--- src/sv/quadratic_root_solver_top_defines.svh ---
// assertion macros for the quadratic root solver
// used by the files that check the queue and the result port
`ifndef QUADRATIC_ROOT_SOLVER_TOP_DEFINES_SVH
`define QUADRATIC_ROOT_SOLVER_TOP_DEFINES_SVH
`ifndef SYNTH
`define QRS_ASSERT(lbl, prop) \
  lbl: assert property (@(posedge clk) disable iff (rst) prop) else $error("qrs check failed");
`define QRS_ASSERT_RST(lbl, prop) \
  lbl: assert property (@(posedge clk) prop) else $error("qrs reset check failed");
`else
`define QRS_ASSERT(lbl, prop)
`define QRS_ASSERT_RST(lbl, prop)
`endif
`endif

--- src/sv/qrs_fifo.sv ---
// short register queue between the front end and the root pipeline
// depends on quadratic_root_solver_top_defines.svh
`timescale 1ns / 1ps
`include "quadratic_root_solver_top_defines.svh"
module qrs_fifo #(
  parameter int EW    = 8,
  parameter int DEPTH = 4
) (
  input  logic                       clk,
  input  logic                       rst,
  input  logic                       push,
  input  logic [EW-1:0]              wr_data,
  input  logic                       pop,
  output logic [EW-1:0]              rd_data,
  output logic                       empty,
  output logic [$clog2(DEPTH+1)-1:0] count
);
  localparam int PW = (DEPTH > 1) ? $clog2(DEPTH) : 1;
  localparam int LW = $clog2(DEPTH+1);

  logic [EW-1:0] mem [DEPTH];
  logic [PW-1:0] wr_ptr, rd_ptr;

  assign empty   = (count == '0);
  assign rd_data = mem[rd_ptr];

  always_ff @(posedge clk) begin
    if (rst) begin
      wr_ptr <= '0;
      rd_ptr <= '0;
      count  <= '0;
    end else begin
      if (push) begin
        wr_ptr <= (wr_ptr == PW'(DEPTH-1)) ? '0 : wr_ptr + 1'b1;
      end
      if (pop) begin
        rd_ptr <= (rd_ptr == PW'(DEPTH-1)) ? '0 : rd_ptr + 1'b1;
      end
      if (push && !pop) begin
        count <= count + 1'b1;
      end else if (pop && !push) begin
        count <= count - 1'b1;
      end
    end
    if (push) begin
      mem[wr_ptr] <= wr_data;
    end
  end

  `QRS_ASSERT(a_no_overflow, push |-> (count < LW'(DEPTH)) || pop)
  `QRS_ASSERT(a_no_underflow, pop |-> !empty)
  `QRS_ASSERT(a_drain, (pop && !push) |=> count == $past(count) - 1'b1)
  `QRS_ASSERT_RST(a_reset_empty, rst |=> count == '0)
endmodule

--- config.mk ---
export PLATFORM = sky130hd
export DESIGN_NAME = qrs_fifo
export DESIGN_NICKNAME = d
export VERILOG_FILES = /design/src/sv/qrs_fifo.sv
export VERILOG_INCLUDE_DIRS = /design/src /design/src/sv
export SDC_FILE = /design/constraint.sdc
export NUM_CORES = 1
export LEC_CHECK = 0
export ABC_AREA = 0
export BUFFER_PORTS_ARGS = -buffer_cell sky130_fd_sc_hd__buf_4
export CAP_MARGIN = 10
export CORE_ASPECT_RATIO = 0.9
export CORE_MARGIN = 5
export CORE_UTILIZATION = 54
export CTS_CLUSTER_DIAMETER = 50
export DETAILED_ROUTE_END_ITERATION = 8
export PLACE_DENSITY = 0.76
export SLEW_MARGIN = 25
export SYNTH_ARGS = -nofsm -noshare
export SYNTH_HDL_FRONTEND = slang
export SYNTH_SLANG_ARGS = --single-unit
--- constraint.sdc ---
create_clock -name clk -period 2.3 [get_ports clk]
set_input_delay 0.69 -clock clk [delete_from_list [all_inputs] [get_ports clk]]
set_output_delay 0.69 -clock clk [all_outputs]
set_load 0.03 [all_outputs]
* After elaboration in Yosys (flattened, before gate mapping)
Memory sizes are Yosys's and may differ from the RTL's. A register that Yosys moved wholly into a read port is not among the register bits.
Index checks and enable logic that the tools add are counted.
** Storage, ports and cells
- Flip-flop bits (word level) :: 7
- RAM bits :: 32
- Output and inout port bits :: 12
- Memories :: 1
** Memories
- mem :: depth 4, width 8, rd ports 1, clocked after Yosys merged registers in 1, wr ports 1, line qrs_fifo.sv:21 : logic [EW-1:0] mem [DEPTH];
** Cells by class
- $add $sub $neg :: 4
- Equal/unequal tests :: 2
- Mux-type cells :: 8
- Reductions and logical operators :: 6
** Operator list (number)
- 2-to-1 mux 2 bit :: 4
- 2-to-1 mux 3 bit :: 2
- adder 2 x 1 -> 2 bit, second input constant :: 2
- equality test 2 bit, second input constant :: 2
- adder 3 x 1 -> 3 bit, second input constant :: 1
- zero test 3 bit :: 1
- subtractor 3 x 1 -> 3 bit, second input constant :: 1
- logical AND 1 bit :: 2
- zero test 1 bit :: 2
- 2-to-1 mux 1 bit :: 2
- nonzero test 2 bit :: 1

* Longest topological paths before layout
- Depth in word-level cells :: 4
- Gate-level depth with buffers :: 7
- Depth with buffers taken out :: 7

* Worst setup path before layout
No wires, ideal clock.
- Path kind :: input to register
- Start point :: input port pop
- End point :: register count[2]
- Library setup time :: 0.070 ns
- Data arrival time :: 1.882 ns
- Data required time :: 2.230 ns
- Path slack :: 0.348 ns
- Stages on the path :: 7
- Cell sequence :: inv_1 -> ha_1 -> inv_1 -> fa_1 -> xor2_1 -> or3_1 -> a21oi_1
** On the way
- Longest elaborated chain between the ends :: 3
- Elaborated cells between the ends (all ways) :: 5
** RTL lines
- from (decl) :: line qrs_fifo.sv:13 : input logic pop,
- zero test 1 bit :: line qrs_fifo.sv:39 : if (push && !pop) begin
- logical AND 1 bit :: line qrs_fifo.sv:39
- 2-to-1 mux 3 bit or nonzero test 2 bit (tied branches)
- to (signal assigned) :: line qrs_fifo.sv:40 : count <= count + 1'b1;
- to (signal assigned) :: line qrs_fifo.sv:42 : count <= count - 1'b1;
- to (decl) :: line qrs_fifo.sv:16 : output logic [$clog2(DEPTH+1)-1:0] count
Several ways; a longest one is shown, not always the timed one.
A chain may end at the register's enable or synchronous reset.

==> results.txt <==
The run gives 0.34 ns as the clock network latency to the later pin of the worst-skew pair. The worst hold path terminates at count[2]. The maximum root-to-sink buffer count is 2, and the count of endpoints failing setup in the final report is 0.

Dividing the synthesized area by the synthesized cell count gives 18.52 um^2. Slowest cell on the critical path: mux4_2. The summed area of non-filler cells in the final layout is 1891 um^2, and the number of buffers inserted to repair setup after CTS is 0. The logs give 4105 um for the global-route wire length before repair and 14 for the pin count of the biggest net entering global routing. The synthesized design contains 32 enable-type register cells. The DRC violation count after routing is 0, and the fraction of layout instances using a drive strength above 1 is 34.48%. The synthesized netlist occupies a cell area of 1593 um^2.

The tree built by TritonCTS fans out to 41 sinks. The floorplan has 18 rows. The placed instances occupy a cell area of 1807 um^2. The reported leakage power came out at 0.7062 nW. IR analysis of the VDD net gives a maximum drop of 525.2 uV. The tools report the setup TNS as 0 ns. The clock buffer count from CTS was 5; the final core area utilization was 67.70%. For this run, the post-layout net count is 134.

Of the available clock period, the critical path in the final layout requires 96.82%. The worst setup path is launched from a flop. The worst hold path begins at count[2]. Proportion of synthesized flip-flops having asynchronous set or reset: 0%. The min-delay analysis places its worst path in the category flop to flop. Proportion of synthesized chip area in sequential cells: 71.64%. For this run, the top clock speed supported by timing is 0.4491 GHz. The first detailed-routing pass ran for 4 iterations. The synthesis-stage register bit count was 41; the via-per-instance ratio was 5.154.

The area of the core was 2793 um^2; the worst-margin pin slew was 0.4419 ns. Internal power comes to 1.174 mW. The initial utilization of the core area, before any placement, comes to 57.03%.

After clock tree synthesis, the flow added hold-fix buffers numbering 0. Yosys mapped the design onto 17 distinct sky130hd cell types. The critical path is of the flop to output port type. Across the run, the number of max-cap violations was 0. The filler cells instantiated in the layout total 207. Number of failing hold endpoints at the final stage: 0. Critical path capture point type: an output port. The worst-case reg-to-reg path depth is 4. For the worst setup path, the data required time is 1.61 ns. TritonCTS built the clock tree.

CTS built an H-tree with a depth of 2. Clock tree synthesis selected as its root buffer the cell clkbuf_4. The logs give 1.54 ns for the data arrival at the endpoint of the critical path and 0 for the total of warnings raised by yosys. The number of antenna diodes in the final layout is 0. In this run the tool buffered the top-level ports with 23 buffer cells. When the netlist entered floorplanning its net count stood at 105.

Reg-to-reg critical path startpoint: count[0]. The tightest hold path in the finished design has a slack of 0.5349 ns. The via count of the first global-routing pass was 862; the total I/O pin count was 24. The tools report the sum of net half-perimeters after detailed placement as 1806 um. The logs give 0 for the count of final max-slew check failures and 16.1% for the share of power burned in combinational logic.

On the critical path the largest part of the delay comes from multiplexers. The run gives 70.54% as the relative slew slack. Along the worst hold path, the cell count comes to 2. The signal on the critical path passes through buf_6, mux4_2, buf_4.

In this run the worst path has a maximum fanout of 8. The count of antenna-violating nets left after detailed routing is 0. The logs give 0.81 ns for the flop-to-flop setup slack and 804 for the total number of vias.

Instance count of the mapped netlist: 86. The tools report the worst flop-to-flop path endpoint as count[2]. Clock skew on the completed layout was measured at 0.01069 ns. Setup repair after global routing left no endpoint under its margin. The initial antenna violation count is 0, and the total wirelength of the detailed-routed design is 2541 um. In this run, the number of DRC markers left after iteration 0 of detailed routing was 31. From bottom edge to top edge, the die measures 61.52 um. The clock slew seen by the registers of the worst setup and hold paths works out to 0.12 ns. The horizontal die dimension works out to 67.25 um. The run gives 0.3952 mW as the switching power total.

The overall die area was 4137 um^2; the area growth from synthesis to layout was 18.70%. The detail-routed net length per standard cell is 16.29 um. The total overflow left after global routing is 0. The run finished with clean final reports.

Across every metal layer, demand over resource in global routing totals 14.41%. For the final weighted congestion in routability-driven placement, the log shows 0.7349. The clock network is responsible for 28.8% of the overall power.

The delay contributed by the slowest stage of the critical path is 0.52 ns. The fraction of power spent switching nets came out at 25.18%. Predominant post-synthesis flop cell: edfxtp_1. Sequential cells account for 55.1% of the total power. The combined buffer and inverter count along the critical path came out at 2. The time the worst path needs with I/O delays and setup was 2.227 ns.

The number of cells on the critical path came out at 3. For this design the ratio of total power to cell area is 830.1 nW/um^2.
-- worst register-to-register path: cells and delay by family, from the launching register on --
kind / cells / cell delay (ns)
DFF: 1 / 0.38
AOI/OAI and AO/OA: 1 / 0.14
adders and majority gates: 1 / 0.44
xor gates and xnor gates: 1 / 0.16
and+or+nand+nor: 1 / 0.32
-- synthesized netlist by cell type, drive strengths merged, types with 2 or more instances --
cell type / instances / area, um^2
edfxtp: 32 / 960.9
dfxtp: 9 / 180.2
inv: 5 / 18.77
a21oi: 3 / 15.01
and2: 4 / 25.02
nor3b: 2 / 15.01
nor2: 6 / 22.52
xor2: 2 / 17.52
ha: 6 / 75.07
mux4: 8 / 180.2
mux2i: 3 / 30.03
-- power by group through the flow --
| stage | clock network, mW | logic [mW] | registers, mW |
|---|---|---|---|
| 2_1_floorplan | 0 | 0.146 | 0.891 |
| 3_3_place_gp | 0 | 0.248 | 0.879 |
| 3_5_place_dp | 0 | 0.253 | 0.882 |
| 4_1_cts | 0.455 | 0.256 | 0.865 |
| 5_1_grt | 0.477 | 0.276 | 0.871 |
| 6_report | 0.452 | 0.253 | 0.865 |
-- stage by stage --
stage	setup WS (ns)	std cells	power, mW
after global routing	0.005564	156	1.625
after detailed placement	0.1099	148	1.135
after global placement	0.1826	148	1.127
final	0.07312	156	1.569
after CTS	0.03217	156	1.576
after floorplan	0.3483	86	1.038
-- per-layer routing --
layer  vias to the layer above  share of wire, %  global-route usage (%)
met2                        16                52                   24.37
li1                        381                 -                       -
met5                         -                 0                       0
met3                         4               4.6                   4.380
met1                       403                43                   17.75
met4                         0               1.1                   5.202
-- final cells by class --
type	count	area [um^2]	share of cell area (%)
Clock buffer	5	37.54	1.985
Clock inverter	3	41.29	2.184
Inverter	5	18.77	0.9927
Multi-Input combinational cell	38	416.7	22.04
Sequential cell	41	1142	60.42
Tap cell	40	50.05	2.647
Timing Repair Buffer	24	183.9	9.729
-- cells by family (layout without fill, tap and decap cells) --
family          Yosys count  in the layout  synth area share, %
buf+inv                   7             37                2.199
compound gates            4              4                1.256
fa+ha+maj                 7              7                5.970
xor+xnor                  2              2                1.100
simple gates             14             14                4.634
flops                    41             41                71.64
mux                      11             11                13.20
-- worst max-delay path by stage --
stage | slack [ns] | end | start
3_5_place_dp | 0.11 | count[2] | pop
6_report | 0.07 | rd_data[6] | flop
3_3_place_gp | 0.18 | count[2] | pop
2_1_floorplan | 0.35 | count[2] | pop
4_1_cts | 0.03 | rd_data[6] | flop
5_1_grt | 0.006 | rd_data[3] | flop
-- cells in the final DEF (no fill, tap or decap) --
| cell | n |
|---|---|
| buf_6 | 1 |
| mux2i_1 | 3 |
| buf_4 | 23 |
| dfxtp_2 | 1 |
| or3_1 | 1 |
| edfxtp_1 | 32 |
| and2_1 | 4 |
| dfxtp_1 | 8 |
| o21ai_0 | 1 |
| clkinv_1 | 1 |
| nor3_1 | 1 |
| xor2_1 | 2 |
| a21oi_1 | 3 |
| clkinvlp_4 | 1 |
| bufinv_16 | 1 |
| fa_1 | 1 |
| mux4_2 | 8 |
| ha_1 | 6 |
| nor2_1 | 6 |
| nor3b_1 | 2 |
| clkbuf_4 | 5 |
| inv_1 | 5 |
-- sequential cells by signal, indices dropped and copies added (netlist names), named ones only --
register and cells:
mem 32, rd_ptr 2, wr_ptr 2, count 3
-- timing repair --
| item | 4_1_cts | 5_1_grt |
|---|---|---|
| gates resized for setup | 1 | 1 |
| setup endpoints to repair | 1 | 4 |
| hold endpoints to repair | 0 | 0 |
Note: power is estimated with default switching activity, not from simulation.
