`src/sv/quadratic_root_solver_top_defines.svh`:
```
// assertion macros for the quadratic root solver
// used by the files that check the queue and the result port
`ifndef QUADRATIC_ROOT_SOLVER_TOP_DEFINES_SVH
`define QUADRATIC_ROOT_SOLVER_TOP_DEFINES_SVH
`ifndef SYNTH
`define QRS_ASSERT(lbl, prop) \
  lbl: assert property (@(posedge clk) disable iff (rst) prop) else $error("qrs check failed");
`define QRS_ASSERT_RST(lbl, prop) \
  lbl: assert property (@(posedge clk) prop) else $error("qrs reset check failed");
`else
`define QRS_ASSERT(lbl, prop)
`define QRS_ASSERT_RST(lbl, prop)
`endif
`endif

```
`src/sv/qrs_sqrt.sv`:
```
// pipelined integer square root of radicand * 2^(2*FB), one result bit per stage
// no dependencies
`timescale 1ns / 1ps
module qrs_sqrt #(
  parameter int RW   = 34,
  parameter int FB   = 16,
  parameter int TAGW = 8
) (
  input  logic                         clk,
  input  logic                         rst,
  input  logic                         in_valid,
  input  logic [RW-1:0]                radicand,
  input  logic [TAGW-1:0]              tag_in,
  output logic                         out_valid,
  output logic [(RW+2*FB)/2-1:0]       root,
  output logic [TAGW-1:0]              tag_out
);
  localparam int VW  = RW + 2*FB;
  localparam int SW  = VW / 2;
  localparam int RMW = SW + 2;

  logic [VW-1:0]   v_q   [SW+1];
  logic [RMW-1:0]  rem_q [SW+1];
  logic [SW-1:0]   rt_q  [SW+1];
  logic [TAGW-1:0] tg_q  [SW+1];
  logic            vl_q  [SW+1];

  always_ff @(posedge clk) begin
    if (rst) begin
      vl_q[0] <= 1'b0;
    end else begin
      vl_q[0] <= in_valid;
    end
    v_q[0]   <= {radicand, {(2*FB){1'b0}}};
    rem_q[0] <= '0;
    rt_q[0]  <= '0;
    tg_q[0]  <= tag_in;
  end

  for (genvar i = 0; i < SW; i++) begin : g_stage
    logic [RMW-1:0] cur, trial;
    assign cur   = {rem_q[i][RMW-3:0], v_q[i][VW-1:VW-2]};
    assign trial = {rt_q[i], 2'b01};
    always_ff @(posedge clk) begin
      if (rst) begin
        vl_q[i+1] <= 1'b0;
      end else begin
        vl_q[i+1] <= vl_q[i];
      end
      v_q[i+1]  <= v_q[i] << 2;
      tg_q[i+1] <= tg_q[i];
      if (cur >= trial) begin
        rem_q[i+1] <= cur - trial;
        rt_q[i+1]  <= {rt_q[i][SW-2:0], 1'b1};
      end else begin
        rem_q[i+1] <= cur;
        rt_q[i+1]  <= {rt_q[i][SW-2:0], 1'b0};
      end
    end
  end

  assign out_valid = vl_q[SW];
  assign root      = rt_q[SW];
  assign tag_out   = tg_q[SW];
endmodule

```
`config.mk`:
```
export PLATFORM = sky130hd
export DESIGN_NAME = qrs_sqrt
export DESIGN_NICKNAME = d
export VERILOG_FILES = /design/src/sv/quadratic_root_solver_top_defines.svh /design/src/sv/qrs_sqrt.sv
export SDC_FILE = /design/constraint.sdc
export NUM_CORES = 2
export LEC_CHECK = 0
export BUFFER_PORTS_ARGS = -buffer_cell sky130_fd_sc_hd__buf_2
export CAP_MARGIN = 10
export CORE_UTILIZATION = 63
export CTS_CLUSTER_DIAMETER = 120
export DETAILED_ROUTE_END_ITERATION = 10
export GPL_TIMING_DRIVEN = 0
export PLACE_DENSITY_LB_ADDON = 0.25
export SYNTH_ARGS = -nofsm -noshare
export SYNTH_HDL_FRONTEND = slang
export SYNTH_MEMORY_MAX_BITS = 65536
export SYNTH_SLANG_ARGS = --single-unit
```
`constraint.sdc`:
```
create_clock -name clk -period 4.1 [get_ports clk]
set_clock_uncertainty 0.2 [all_clocks]
set_input_delay 0.41 -clock clk [delete_from_list [all_inputs] [get_ports clk]]
set_output_delay 0.41 -clock clk [all_outputs]
set_load 0.005 [all_outputs]
```
### Word-level counts from Yosys, hierarchy flattened

Memory sizes are Yosys's and may differ from the RTL's.
Index checks and enable logic that the tools add are counted.

* $add $sub $neg: 33
* multipliers: 0
* divide/modulo/power cells: 0
* magnitude comparators: 33
* eq/ne operators: 0
* shifts and indexed selects: 0
* mux-type cells: 202
* bitwise logic cells: 100
* reduce and logical (&&, ||, !) cells: 0

Operators by type and width (number)
* $ge 35x35->1: 33
* $mux 35: 33
* $sub 35x35->35: 33
* $mux 33: 33
* $mux 1: 136
* $or 1x1->1: 100

* register bits after elaboration: 0
* bits in latches: 0
* memory bits (writable): 4794
* ROM bits: 0
* output and inout port bits: 42
* memories: 5

Memory list
* v_q: depth 34, bits a word 64, rd ports 33, clocked after Yosys merged registers in 0, wr ports 34, line qrs_sqrt.sv:22 `logic [VW-1:0] v_q [SW+1];`
* rem_q: depth 34, bits a word 35, rd ports 33, clocked after Yosys merged registers in 0, wr ports 34, line qrs_sqrt.sv:23 `logic [RMW-1:0] rem_q [SW+1];`
* rt_q: depth 34, bits a word 33, rd ports 34, clocked after Yosys merged registers in 0, wr ports 34, line qrs_sqrt.sv:24 `logic [SW-1:0] rt_q [SW+1];`
* tg_q: depth 34, bits a word 8, rd ports 34, clocked after Yosys merged registers in 0, wr ports 34, line qrs_sqrt.sv:25 `logic [TAGW-1:0] tg_q [SW+1];`
* vl_q: depth 34, bits a word 1, rd ports 34, clocked after Yosys merged registers in 0, wr ports 34, line qrs_sqrt.sv:26 `logic vl_q [SW+1];`

### Logic depth before layout (Yosys ltp)

An unclocked memory read counts as a cell.

* depth after elaboration: 5
* gate-level depth with buffers: 16
* gate-level depth less buffers: 15

### Least setup slack after synthesis

OpenSTA, ideal clock, no wires.

* path kind: flip-flop to flip-flop
* start point: mem rt_q[15][0] (netlist bit)
* end point: mem rem_q[16][30] (netlist bit)
* setup time: 118 ps
* arrival: 3416 ps
* data required time: 3782 ps
* slack: 365 ps
* stages on the path, launching flop included: 14
* path through: dfxtp_1 > inv_1 > ha_1 > o21a_1 > o21a_1 > o21ai_0 > nand2b_1 > a31oi_1 > o21ai_1 > a31oi_1 > or4b_2 > or4_1 > or3_1 > xnor2_1

RTL lines (line)
* start, declared: qrs_sqrt.sv:24
* end, declared: qrs_sqrt.sv:23

==> results.json <==
{
  "dr.pass1.iters": 8,
  "num_io_pins": 87,
  "worst_path_most_repeated_cell": "o21ai_0",
  "seq_area_frac_synth": 0.518,
  "finalPower_w": 0.0566,
  "yosys-top-cells-area": "dfxtp_1 52%, ha_1 8.4%, xor2_1 4.5%",
  "reg2reg_from": "rem_q[27][0]$_SDFF_PP0_",
  "crit_type": "flop to flop",
  "final_area_sq_um": 94700,
  "p_leak_nw": 45.3,
  "crit_chain": "ha_1 -> inv_1 -> fa_1 -> nor2b_1 -> o21a_1 -> a311oi_1 -> o31a_1 -> o21ba_2 -> o21ai_0 -> a21oi_1 -> o2bb2ai_1 -> o21ai_0 -> xnor2_1 -> o21ai_1",
  "rows": 133,
  "crit_path_start_kind": "flop",
  "grt_max_degree": 17,
  "placed_cell_area_sq_um": 86300,
  "ff2ff_path_depth": 14,
  "synth_top_family_by_area": "simple AND/OR/NAND/NOR gates",
  "yosysUniqueCellTypes": 88,
  "post-route-period-util": 0.965,
  "max_freq_mhz": 253,
  "cts_made_buffers": 203,
  "cts_tree": "done",
  "cts_root_buf": "clkbuf_16",
  "setup_viol": 0,
  "synthAdderAreaFrac": 0.0880,
  "grt_setup_unrepaired": "true",
  "grt_overflow": 0,
  "synth_ff_type": "dfxtp_1",
  "r2r_setup_slack_ps": 150,
  "gr-usage-all-layers": 0.266,
  "yosys.area.top_type_share": 0.518,
  "hold_path_class": "input pin to flop",
  "syn_nets": 9158,
  "dp_hpwl_microns": 134000,
  "drt_iter0_markers": 3534,
  "instances_no_fill": 10800,
  "cts.reportedPaths.clkPinSlew_ps": 70,
  "clock_latency_ps": 840,
  "worst_pin_slew_ps": 971,
  "gp_congestion": 0.927,
  "drv_cap": 0,
  "fin_nets": 9538,
  "grt_pass1_vias": 59000,
  "drc_errors": 0,
  "slew_viol_final": 0,
  "async_flop_share": 0,
  "cts_sinks": 2165,
  "min_period_ps": 3950,
  "routedWlPerCell_microns": 16.7,
  "worstHoldEndpoint": "v_q[0][40]$_DFF_P_",
  "synth.area.mux_share": 0.00666,
  "syn_area_per_cell_sq_um": 9.80,
  "hold_violations": 0,
  "vias_per_cell": 5.52,
  "place_ws_ps": -834,
  "yosys.area_share.simple": 0.134,
  "area_growth_pct": 13.2,
  "antenna_left": 0,
  "yosys_warnings": 0,
  "critical_path.top_delay_family": "compound AO/OA/AOI/OAI gates",
  "slew-limit-headroom": 0.351,
  "coreArea_sq_um": 132000,
  "initial_utilization": 0.635,
  "cts.htree.levels": 4,
  "powerDensity_nw_per_um2": 598,
  "ir_drop_uv": 498,
  "numPortBuffers": 86,
  "grt_pass1_wl_microns": 294000,
  "wirelength_microns": 182000,
  "required_ps": 4570,
  "cp.buffers_inverters": 1,
  "timing.final.ws_setup_ps": 145,
  "cp_slowest_cell": "o21ai_0",
  "die_area_sq_um": 134000,
  "ys_ff_latch": 2165,
  "dp_cells": 10400,
  "reg2reg_to": "rem_q[28][28]$_DFF_P_",
  "die_y_microns": 366,
  "synth_edf_count": 0,
  "crit_arrival_ps": 4420,
  "synth_compound_area_frac": 0.129,
  "status": "completed",
  "min-delay-start": "radicand[10]",
  "synth.cell_area_sq_um": 83600,
  "max_stage_delay_ps": 420,
  "vias": 59900,
  "synth-xor-area-share": 0.0826,
  "cp_max_fo": 4,
  "synth_common_cells": "2165 x dfxtp_1, 764 x inv_1, 642 x nand2_1, 564 x ha_1, 541 x nor2_1",
  "layout-drive-gt1-share": 0.0749,
  "netlist_instances": 8534,
  "antenna_found_initial": 3,
  "min_path_cells": 2,
  "yosys.area.top_type": "dfxtp_1",
  "synthMostInstantiatedCell": "dfxtp_1",
  "die_w_microns": 366,
  "cts_buffer_depth": 3,
  "crit_path_end_kind": "flop"
}
[cell type report]
type                    count  area (sq um)
diodes                      2          5.00
plain buffers             137           613
clock buffers             269          5690
clock inverters           103          1360
fillers                  9670         37000
inverters                 768          2890
multi-input cells        5456         37200
flip-flops and latches   2165         43300
well taps                1755          2200
repair buffers            183          1360
[worst max path at each step]
stage | start | end | slack (ps) | depth (start not counted)
floorplan | rt_q[15][0]$_DFF_P_ | rem_q[16][30]$_DFF_P_ | 370 | 13
global placement | rt_q[31][9]$_DFF_P_ | rem_q[32][20]$_DFF_P_ | -700 | 15
detailed placement | rt_q[31][9]$_DFF_P_ | rem_q[32][20]$_DFF_P_ | -830 | 15
CTS | rt_q[27][1]$_DFF_P_ | rem_q[28][28]$_DFF_P_ | 5 | 14
global route | rt_q[10][0]$_DFF_P_ | rem_q[11][31]$_DFF_P_ | -40 | 14
finish | rem_q[27][0]$_SDFF_PP0_ | rem_q[28][28]$_DFF_P_ | 150 | 14
[state kept, by name, summed over array words and instances, names as in the netlist]
signal / flops
tg_q: 272
rem_q: 992
rt_q: 561
v_q: 306
vl_q: 34
[cells by family (layout without fill, tap and decap cells)]
| family | after synthesis | count (layout) |
|---|---|---|
| buffers and inverters | 913 | 1460 |
| adder cells (fa/ha/maj) | 579 | 579 |
| flip-flops | 2165 | 2165 |
| AND/OR/NAND/NOR | 2280 | 2280 |
| AO/OA/AOI/OAI | 1757 | 1757 |
| other | 1 | 3 |
| multiplexers | 50 | 50 |
| XOR/XNOR | 789 | 789 |
[layout by cell type (no fill, tap or decap), types with 54 or more instances in the layout]
cell           netlist  routed
or3_1               91      90
nand4_1             54      54
clkbuf_1           131     114
a21oi_1            514     508
clkbuf_16            0     203
buf_2                5      98
nor2_1             541     537
nand2b_1           116     116
nand2_1            642     641
o21ai_0            525     513
nor3_1             201     198
nor4_1              93      87
dfxtp_1           2165    2164
xnor2_1            364     364
or4_1               58      57
nand3_1            129     127
o31ai_1             60      56
inv_1              764     763
o21a_1             104     103
nor2b_1            131     131
dlygate4sd3_1        0      82
xor2_1             425     425
ha_1               564     562
a21o_1             214     214
[routing by layer]
metal	track usage	up-vias	wire length (microns)
li1	-	29700	-
met1	0.327	28200	77600
met2	0.472	1470	89500
met3	0.0335	452	7570
met4	0.104	4	6780
met5	0	-	23
[where the power goes]
part / total (W) / switching (W) / internal, W
Sequential: 0.0273 / 0.00271 / 0.0245
Clock: 0.0192 / 0.00814 / 0.0111
Combinational: 0.0101 / 0.00556 / 0.00457
[worst register-to-register path: stages (launching register included)]
cell and delay (ps):
dfxtp_1 370, ha_1 190, inv_1 60, fa_1 410
nor2b_1 130, o21a_1 190, a311oi_1 160, o31a_1 380
o21ba_2 280, o21ai_0 200, a21oi_1 140, o2bb2ai_1 230
o21ai_0 420, xnor2_1 120, o21ai_1 330
[what timing repair did]
| item | CTS | global route |
|---|---|---|
| cloned | 0 | 0 |
| gates resized for setup | 57 | 111 |
| setup endpoints to repair | 271 | 365 |
| hold buffers | 82 | 0 |
| buffers inserted | 1 | 12 |
| pin swaps | 1 | 12 |
| hold endpoints to repair | 76 | 0 |
[metrics by stage]
| step | hold slack (ps) | util | setup TNS, ps |
|---|---|---|---|
| after floorplan | 110 | - | 0 |
| after global placement | 110 | 0.655 | -57480 |
| after detailed placement | 112 | 0.655 | -66390 |
| after CTS | 5.88 | 0.716 | 0 |
| after global routing | 3.46 | 0.719 | -84.1 |
| final | 29.8 | 0.719 | 0 |
Power figures use the tool's default switching activity.
