`src/sv/quadratic_root_solver_top_defines.svh`:
```
// assertion macros for the quadratic root solver
// used by the files that check the queue and the result port
`ifndef QUADRATIC_ROOT_SOLVER_TOP_DEFINES_SVH
`define QUADRATIC_ROOT_SOLVER_TOP_DEFINES_SVH
`ifndef SYNTH
`define QRS_ASSERT(lbl, prop) \
  lbl: assert property (@(posedge clk) disable iff (rst) prop) else $error("qrs check failed");
`define QRS_ASSERT_RST(lbl, prop) \
  lbl: assert property (@(posedge clk) prop) else $error("qrs reset check failed");
`else
`define QRS_ASSERT(lbl, prop)
`define QRS_ASSERT_RST(lbl, prop)
`endif
`endif

```
`src/sv/qrs_pkg.sv`:
```
// shared constants and types of the quadratic root solver
// no dependencies
`timescale 1ns / 1ps
package qrs_pkg;
  localparam int COEF_WIDTH_DEF = 16;
  localparam int FRAC_BITS_DEF  = 16;
  localparam int OUT_WIDTH      = 34;
  localparam int QUEUE_DEPTH    = 4;

  localparam logic [1:0] CNT_NONE = 2'd0;
  localparam logic [1:0] CNT_ONE  = 2'd1;
  localparam logic [1:0] CNT_TWO  = 2'd2;

  typedef struct packed {
    logic [1:0] cnt;
    logic       degen;
  } ctl_t;
endpackage

```
`src/sv/qrs_div.sv`:
```
// pipelined signed divide, truncated toward zero, saturated to the output width
// depends on qrs_pkg
`timescale 1ns / 1ps
module qrs_div #(
  parameter int NW   = 35,
  parameter int DENW = 17,
  parameter int TAGW = 3
) (
  input  logic                              clk,
  input  logic                              rst,
  input  logic                              in_valid,
  input  logic signed [NW-1:0]              num,
  input  logic signed [DENW-1:0]            den,
  input  logic [TAGW-1:0]                   tag_in,
  output logic                              out_valid,
  output logic [qrs_pkg::OUT_WIDTH-1:0]     quot,
  output logic [TAGW-1:0]                   tag_out
);
  localparam int OW = qrs_pkg::OUT_WIDTH;
  localparam int QX = (NW > OW) ? NW : OW + 1;
  localparam logic [QX-1:0] LIMN = QX'(1) << (OW-1);
  localparam logic [QX-1:0] LIMP = LIMN - 1'b1;

  logic [NW-1:0]   n_q  [NW+1];
  logic [NW-1:0]   q_q  [NW+1];
  logic [DENW-1:0] r_q  [NW+1];
  logic [DENW-1:0] d_q  [NW+1];
  logic            ng_q [NW+1];
  logic [TAGW-1:0] tg_q [NW+1];
  logic            vl_q [NW+1];

  logic [QX-1:0]   qx, posv, negm, negv;

  always_ff @(posedge clk) begin
    if (rst) begin
      vl_q[0] <= 1'b0;
    end else begin
      vl_q[0] <= in_valid;
    end
    n_q[0]  <= num[NW-1] ? (~num + 1'b1) : num;
    d_q[0]  <= den[DENW-1] ? (~den + 1'b1) : den;
    ng_q[0] <= num[NW-1] != den[DENW-1];
    q_q[0]  <= '0;
    r_q[0]  <= '0;
    tg_q[0] <= tag_in;
  end

  for (genvar i = 0; i < NW; i++) begin : g_stage
    logic [DENW:0] cur;
    assign cur = {r_q[i], n_q[i][NW-1]};
    always_ff @(posedge clk) begin
      if (rst) begin
        vl_q[i+1] <= 1'b0;
      end else begin
        vl_q[i+1] <= vl_q[i];
      end
      n_q[i+1]  <= n_q[i] << 1;
      d_q[i+1]  <= d_q[i];
      ng_q[i+1] <= ng_q[i];
      tg_q[i+1] <= tg_q[i];
      if (cur >= {1'b0, d_q[i]}) begin
        r_q[i+1] <= DENW'(cur - {1'b0, d_q[i]});
        q_q[i+1] <= {q_q[i][NW-2:0], 1'b1};
      end else begin
        r_q[i+1] <= cur[DENW-1:0];
        q_q[i+1] <= {q_q[i][NW-2:0], 1'b0};
      end
    end
  end

  assign qx   = QX'(q_q[NW]);
  assign posv = (qx > LIMP) ? LIMP : qx;
  assign negm = (qx > LIMN) ? LIMN : qx;
  assign negv = '0 - negm;

  always_ff @(posedge clk) begin
    if (rst) begin
      out_valid <= 1'b0;
    end else begin
      out_valid <= vl_q[NW];
    end
    quot    <= ng_q[NW] ? negv[OW-1:0] : posv[OW-1:0];
    tag_out <= tg_q[NW];
  end
endmodule
```
`config.mk`:
```
export PLATFORM = sky130hd
export DESIGN_NAME = qrs_div
export DESIGN_NICKNAME = d
export VERILOG_FILES = /design/src/sv/quadratic_root_solver_top_defines.svh /design/src/sv/qrs_pkg.sv /design/src/sv/qrs_div.sv
export SDC_FILE = /design/constraint.sdc
export NUM_CORES = 2
export LEC_CHECK = 0
export BUFFER_PORTS_ARGS = -buffer_cell sky130_fd_sc_hd__buf_2
export CAP_MARGIN = 20
export CORE_MARGIN = 3
export CORE_UTILIZATION = 50
export DETAILED_ROUTE_END_ITERATION = 8
export GPL_TIMING_DRIVEN = 1
export PLACE_DENSITY_LB_ADDON = 0.15
export SETUP_SLACK_MARGIN = 0.3
export SLEW_MARGIN = 20
export SYNTH_ARGS = -nofsm -noshare
export SYNTH_HDL_FRONTEND = slang
export SYNTH_SLANG_ARGS = --single-unit
```
`constraint.sdc`:
```
create_clock -name clk -period 7.9 [get_ports clk]
set_input_delay 1.58 -clock clk [delete_from_list [all_inputs] [get_ports clk]]
set_output_delay 1.58 -clock clk [all_outputs]
set_load 0.01 [all_outputs]
```
==> Word level (Yosys, flattened, before mapping) <==
Memories as Yosys holds them, arrays and structs flattened. A register that Yosys moved wholly into a read port is not among the register bits.
Index checks and enable logic that the tools add are counted.
{ "classes": {"n_eq_ne": 1, "bitwise": 108, "add_sub_neg": 38, "mux": 219, "n_lt_le_gt_ge": 37} }
{ "op_table": {"columns": ["op", "count"], "rows": [
  ["$mux W35", 36],
  ["$ge A18 B17 Y1", 35],
  ["$mux W17", 36],
  ["$sub A17 B17 Y17", 35],
  ["$mux W1", 144],
  ["$or A1 B1 Y1", 106],
  ["$mux W34", 3],
  ["$add A35 B1 Y35 const B", 1],
  ["$gt A35 B33 Y1 const B", 1],
  ["$gt A35 B34 Y1 const B", 1],
  ["$not A35 Y35", 1],
  ["$sub A1 B34 Y34 const A", 1],
  ["$add A17 B1 Y17 const B", 1],
  ["$not A17 Y17", 1],
  ["$ne A1 B1 Y1", 1]
]} }
{ "totals": {"in_bits": 58, "ramBits": 3924, "ff_bits": 34, "n_memories": 7, "out_inout_bits": 38} }
{ "mem_list": {"columns": ["name", "words", "width", "rd", "rd_clocked_by_memory_dff", "write_ports", "line", "source"], "rows": [
  ["n_q", 36, 35, 35, 0, 36, "qrs_div.sv:24", "logic [NW-1:0] n_q [NW+1];"],
  ["q_q", 36, 35, 36, 0, 36, "qrs_div.sv:25", "logic [NW-1:0] q_q [NW+1];"],
  ["d_q", 36, 17, 35, 0, 36, "qrs_div.sv:27", "logic [DENW-1:0] d_q [NW+1];"],
  ["r_q", 36, 17, 35, 0, 36, "qrs_div.sv:26", "logic [DENW-1:0] r_q [NW+1];"],
  ["tg_q", 36, 3, 36, 1, 36, "qrs_div.sv:29", "logic [TAGW-1:0] tg_q [NW+1];"],
  ["ng_q", 36, 1, 36, 0, 36, "qrs_div.sv:28", "logic ng_q [NW+1];"],
  ["+1 memories", null, null, null, null, null, null, null]
]} }

==> Longest topological paths before layout <==
An unclocked memory read counts as a cell.
{ "depth": {"word_depth": 5, "ltp_mapped": 15, "ltp_nobuf": 13} }

==> Least setup slack after synthesis <==
No wires, ideal clock.
{ "synth_timing": {"path_type": "input to register", "start": "input num[6]", "end": "memory n_q[0][29]", "slack_ps": 4123, "setup_time_ps": 72, "arrival_ps": 3705, "cell_stages": 8, "path_cell_list": "or4_4 -> nor4_4 -> or3b_1 -> or3b_1 -> nor4_2 -> a21boi_1 -> a21oi_1 -> xnor2_1"} }
{ "synth_rtl": {"columns": ["item", "line", "source"], "rows": [
  ["start, declared", "qrs_div.sv:12", "input logic signed [NW-1:0] num,"],
  ["end, declared", "qrs_div.sv:24", null]
]} }

==> flow_summary.yaml <==
critical_path:
  cp_data_arrival_time_ns: 5.38
  rr_worst_depth: 13
  worst_setup_path_start_kind: "register"
  r2r_slack_ns: 3.35
  criticalPathCategory: "reg -> reg"
  reg2reg_from: "q_q[35][9]"
  worst_ep_required_time_ns: 8.73
  end_kind: "register"
  cp_max_fo: 27
  r2r_end: "quot[28]"
route:
  drc_errors: 0
  drtAntennaViolNets: 0
  wl_per_cell_um: 15.5
  dr_wl_met2_mm: 77.1
  drt-vias-per-instance: 5.06
  wl_met3_mm: 6.70
  dr.pass1.iters: 6
  drt_iter0_markers: 3373
  topRoutingLayerUsed: "met4"
  wl_mm: 167
  vias: 54800
  m1WireLength_mm: 78.4
global_routing:
  gr-usage-all-layers_pct: 18.0
  overflow: 0
  grt_max_degree: 53
  grt_pass1_vias: 53800
  antenna_found_initial: 6
  grt_pass1_wl_mm: 274
logic_synthesis:
  yosys-top-cells-count: "2651 x dfxtp_1, 718 x inv_1, 583 x ha_1, 521 x nor2_1, 445 x a21oi_1"
  synth_largest_area_cell: "dfxtp_1"
  synth-edff-count: 0
  async_flop_share_pct: 0
  yosysMostFrequentCell: "dfxtp_1"
  yosys-top-cells-area: "dfxtp_1 59%, ha_1 8.1%, mux2_2 4.3%, inv_1 3.0%, xnor2_1 3.0%"
  synth.net_count: 8678
  ys.warnings.count: 0
  synth_ff_type: "dfxtp_1"
  ys_ff_latch: 2651
  ys_seq_area_share_pct: 59.2
  avgSynthCellArea_um2: 11.2
  synth_area_um2: 89700
  yosysTopAreaCellShare_pct: 59.2
  syn_inst: 8004
  yosys.cell_types.count: 90
placement:
  preCtsSetupSlack_ns: 3.31
  post-dp-hpwl_mm: 123
  io_buffers: 95
  gp_congestion: 0.856
  post-place-cells: 10400
cts:
  htree_levels: 5
  cts.reportedPaths.clkPinSlew_ns: 0.06
  cts_tree: "done"
  postCtsSetupRepairBufs: 0
  postCtsResizedCells: 0
  cts-root-buf: "clkbuf_16"
  cts-hold-fix-buffers: 0
  clock_latency_ns: 0.90
  cts_sinks: 2651
  cts.path.max_buffers: 4
  cts_buffers: 281
floorplan:
  ios: 96
  die_h_um: 430
  start_util_pct: 50.6
  rows: 154
  die_w_um: 430
  die-area_um2: 185000
  coreArea_um2: 177000
pwr:
  leakagePower_nw: 45.1
  p_sw_mw: 13.9
  power_frac_comb_pct: 31.5
  vdd_drop_max_mv: 0.214
  internal_power_mw: 31.1
  switching_share_pct: 30.9
  p_seq_share_pct: 39.6
  p_clk_share_pct: 28.9
  power.density_nw_per_um2: 440
sta:
  skew_ns: 0.0504
  setup-violations-final: 0
  slew_violations: 0
  hold_viol_final: 0
  rsz0062_at_grt: "no"
  slew_headroom_pct: 28.6
  finalCriticalPeriod_ns: 4.55
  setup_ws_ns: 3.35
  fmax_mhz: 220
  worst_pin_slew_ns: 1.07
  fin_hold_ws_ns: 0.279
  fin_setup_tns_ns: 0
  fin_crit_sh_pct: 57.6
hold_path:
  hold-path-cell-count: 0
  hold_end: "q_q[25][4]"
  hold_start: "q_q[24][3]"
  hold_path.class: "reg -> reg"
run:
  cap_violations: 0
layout:
  synthToLayoutAreaGrowth_pct: 14.0
  fin_nets: 8971
  drive_gt1_share_pct: 11.3
  finalNonFillerCells: 10800
  fill_cells: 14800
status:
  status: "completed"
[area by class of cell]
type / count / area [um2] / area share [%]
clock buffers: 387 / 8180 / 8.00
repair buffers: 115 / 626 / 0.612
flip-flops and latches: 2651 / 53100 / 51.9
multi-input cells: 4528 / 33600 / 32.8
diodes: 1 / 2.50 / 0.00245
inverters: 720 / 2700 / 2.64
well taps: 2340 / 2930 / 2.86
clock inverters: 92 / 1140 / 1.12
[logic make-up (layout without fill, tap and decap cells)]
logic type	count (synthesis)	count (layout)	synth area share, %
compound gates	1510	1510	10.9
fa+ha+maj	616	616	8.87
mux	387	387	4.80
simple gates	1583	1583	8.58
xor+xnor	432	432	4.22
flops	2651	2651	59.2
buf+inv	825	1314	3.50
other cells	0	1	0
[worst max path at each step]
stage | startpoint | endpoint | slack, ns | cells past startpoint
finish | q_q[35][9] | quot[28] | 3.35 | 13
global route | q_q[35][2] | quot[28] | 3.06 | 13
CTS | q_q[35][9] | quot[28] | 3.29 | 13
detailed placement | q_q[35][9] | quot[28] | 3.31 | 13
global placement | q_q[35][9] | quot[28] | 3.36 | 13
floorplan | num[6] | n_q[0][29] | 4.12 | 8
[power groups by stage]
stage / clock [mW] / sequential (mW) / combinational, mW
finish: 13.0 / 17.8 / 14.2
detailed placement: 0 / 18.2 / 14.0
floorplan: 0 / 17.5 / 11.4
global route: 13.9 / 18.1 / 15.9
global placement: 0 / 18.2 / 13.8
CTS: 13.4 / 17.9 / 14.1
[state kept, by name (all words and copies together), names as in the netlist]
name,flops
n_q,630
q_q,630
d_q,595
r_q,578
tg_q,108
ng_q,36
vl_q,36
quot,34
tag_out,3
out_valid,1
[cell usage in the layout (no fill, tap or decap), types with 24 or more instances in the layout]
cell type / instances
a211o_1: 24
a211oi_1: 46
a21o_1: 106
a21oi_1: 445
a31oi_1: 58
and3_1: 25
buf_2: 95
clkbuf_1: 39
clkbuf_16: 288
clkbuf_8: 60
clkinv_2: 35
dfxtp_1: 2651
fa_1: 33
ha_1: 583
inv_1: 718
mux2_2: 340
mux2i_1: 41
nand2_1: 343
nand2b_1: 73
nand3_1: 98
nand4_1: 72
nor2_1: 521
nor2b_1: 122
nor3_1: 134
nor4_1: 33
o211ai_1: 29
o21a_1: 146
o21ai_0: 306
o21bai_1: 36
o31a_1: 40
o31ai_1: 42
o41ai_1: 25
or2_2: 24
or3_1: 25
xnor2_1: 303
xor2_1: 129
[critical path: stages, from the launching register on]
cell and delay, ns:
dfxtp_1 0.33, or3_1 0.48, or4b_4 0.56, nor4b_4 0.42, a41o_1 0.67, nand2_1 0.13, ha_1 0.59, and4b_1 0.39
nand2_1 0.16, or4_4 0.18, or4_4 0.12, o21ai_0 0.07, a32o_2 0.27, a21oi_2 0.13
[per-stage QoR]
stage / utilization, % / power, mW / area [um2]
floorplan: - / 28.9 / 89700
global placement: 52.4 / 31.9 / 92900
detailed placement: 52.4 / 32.2 / 92900
CTS: 57.7 / 45.4 / 102000
global route: 57.7 / 48.0 / 102000
finish: 57.7 / 45.0 / 102000
[layer usage]
metal / vias up / global-route usage (%)
met5: - / 0
met1: 25500 / 23.8
li1: 28000 / -
met4: 0 / 6.37
met2: 969 / 29.7
met3: 391 / 2.88
(Power assumes the default switching activity.)
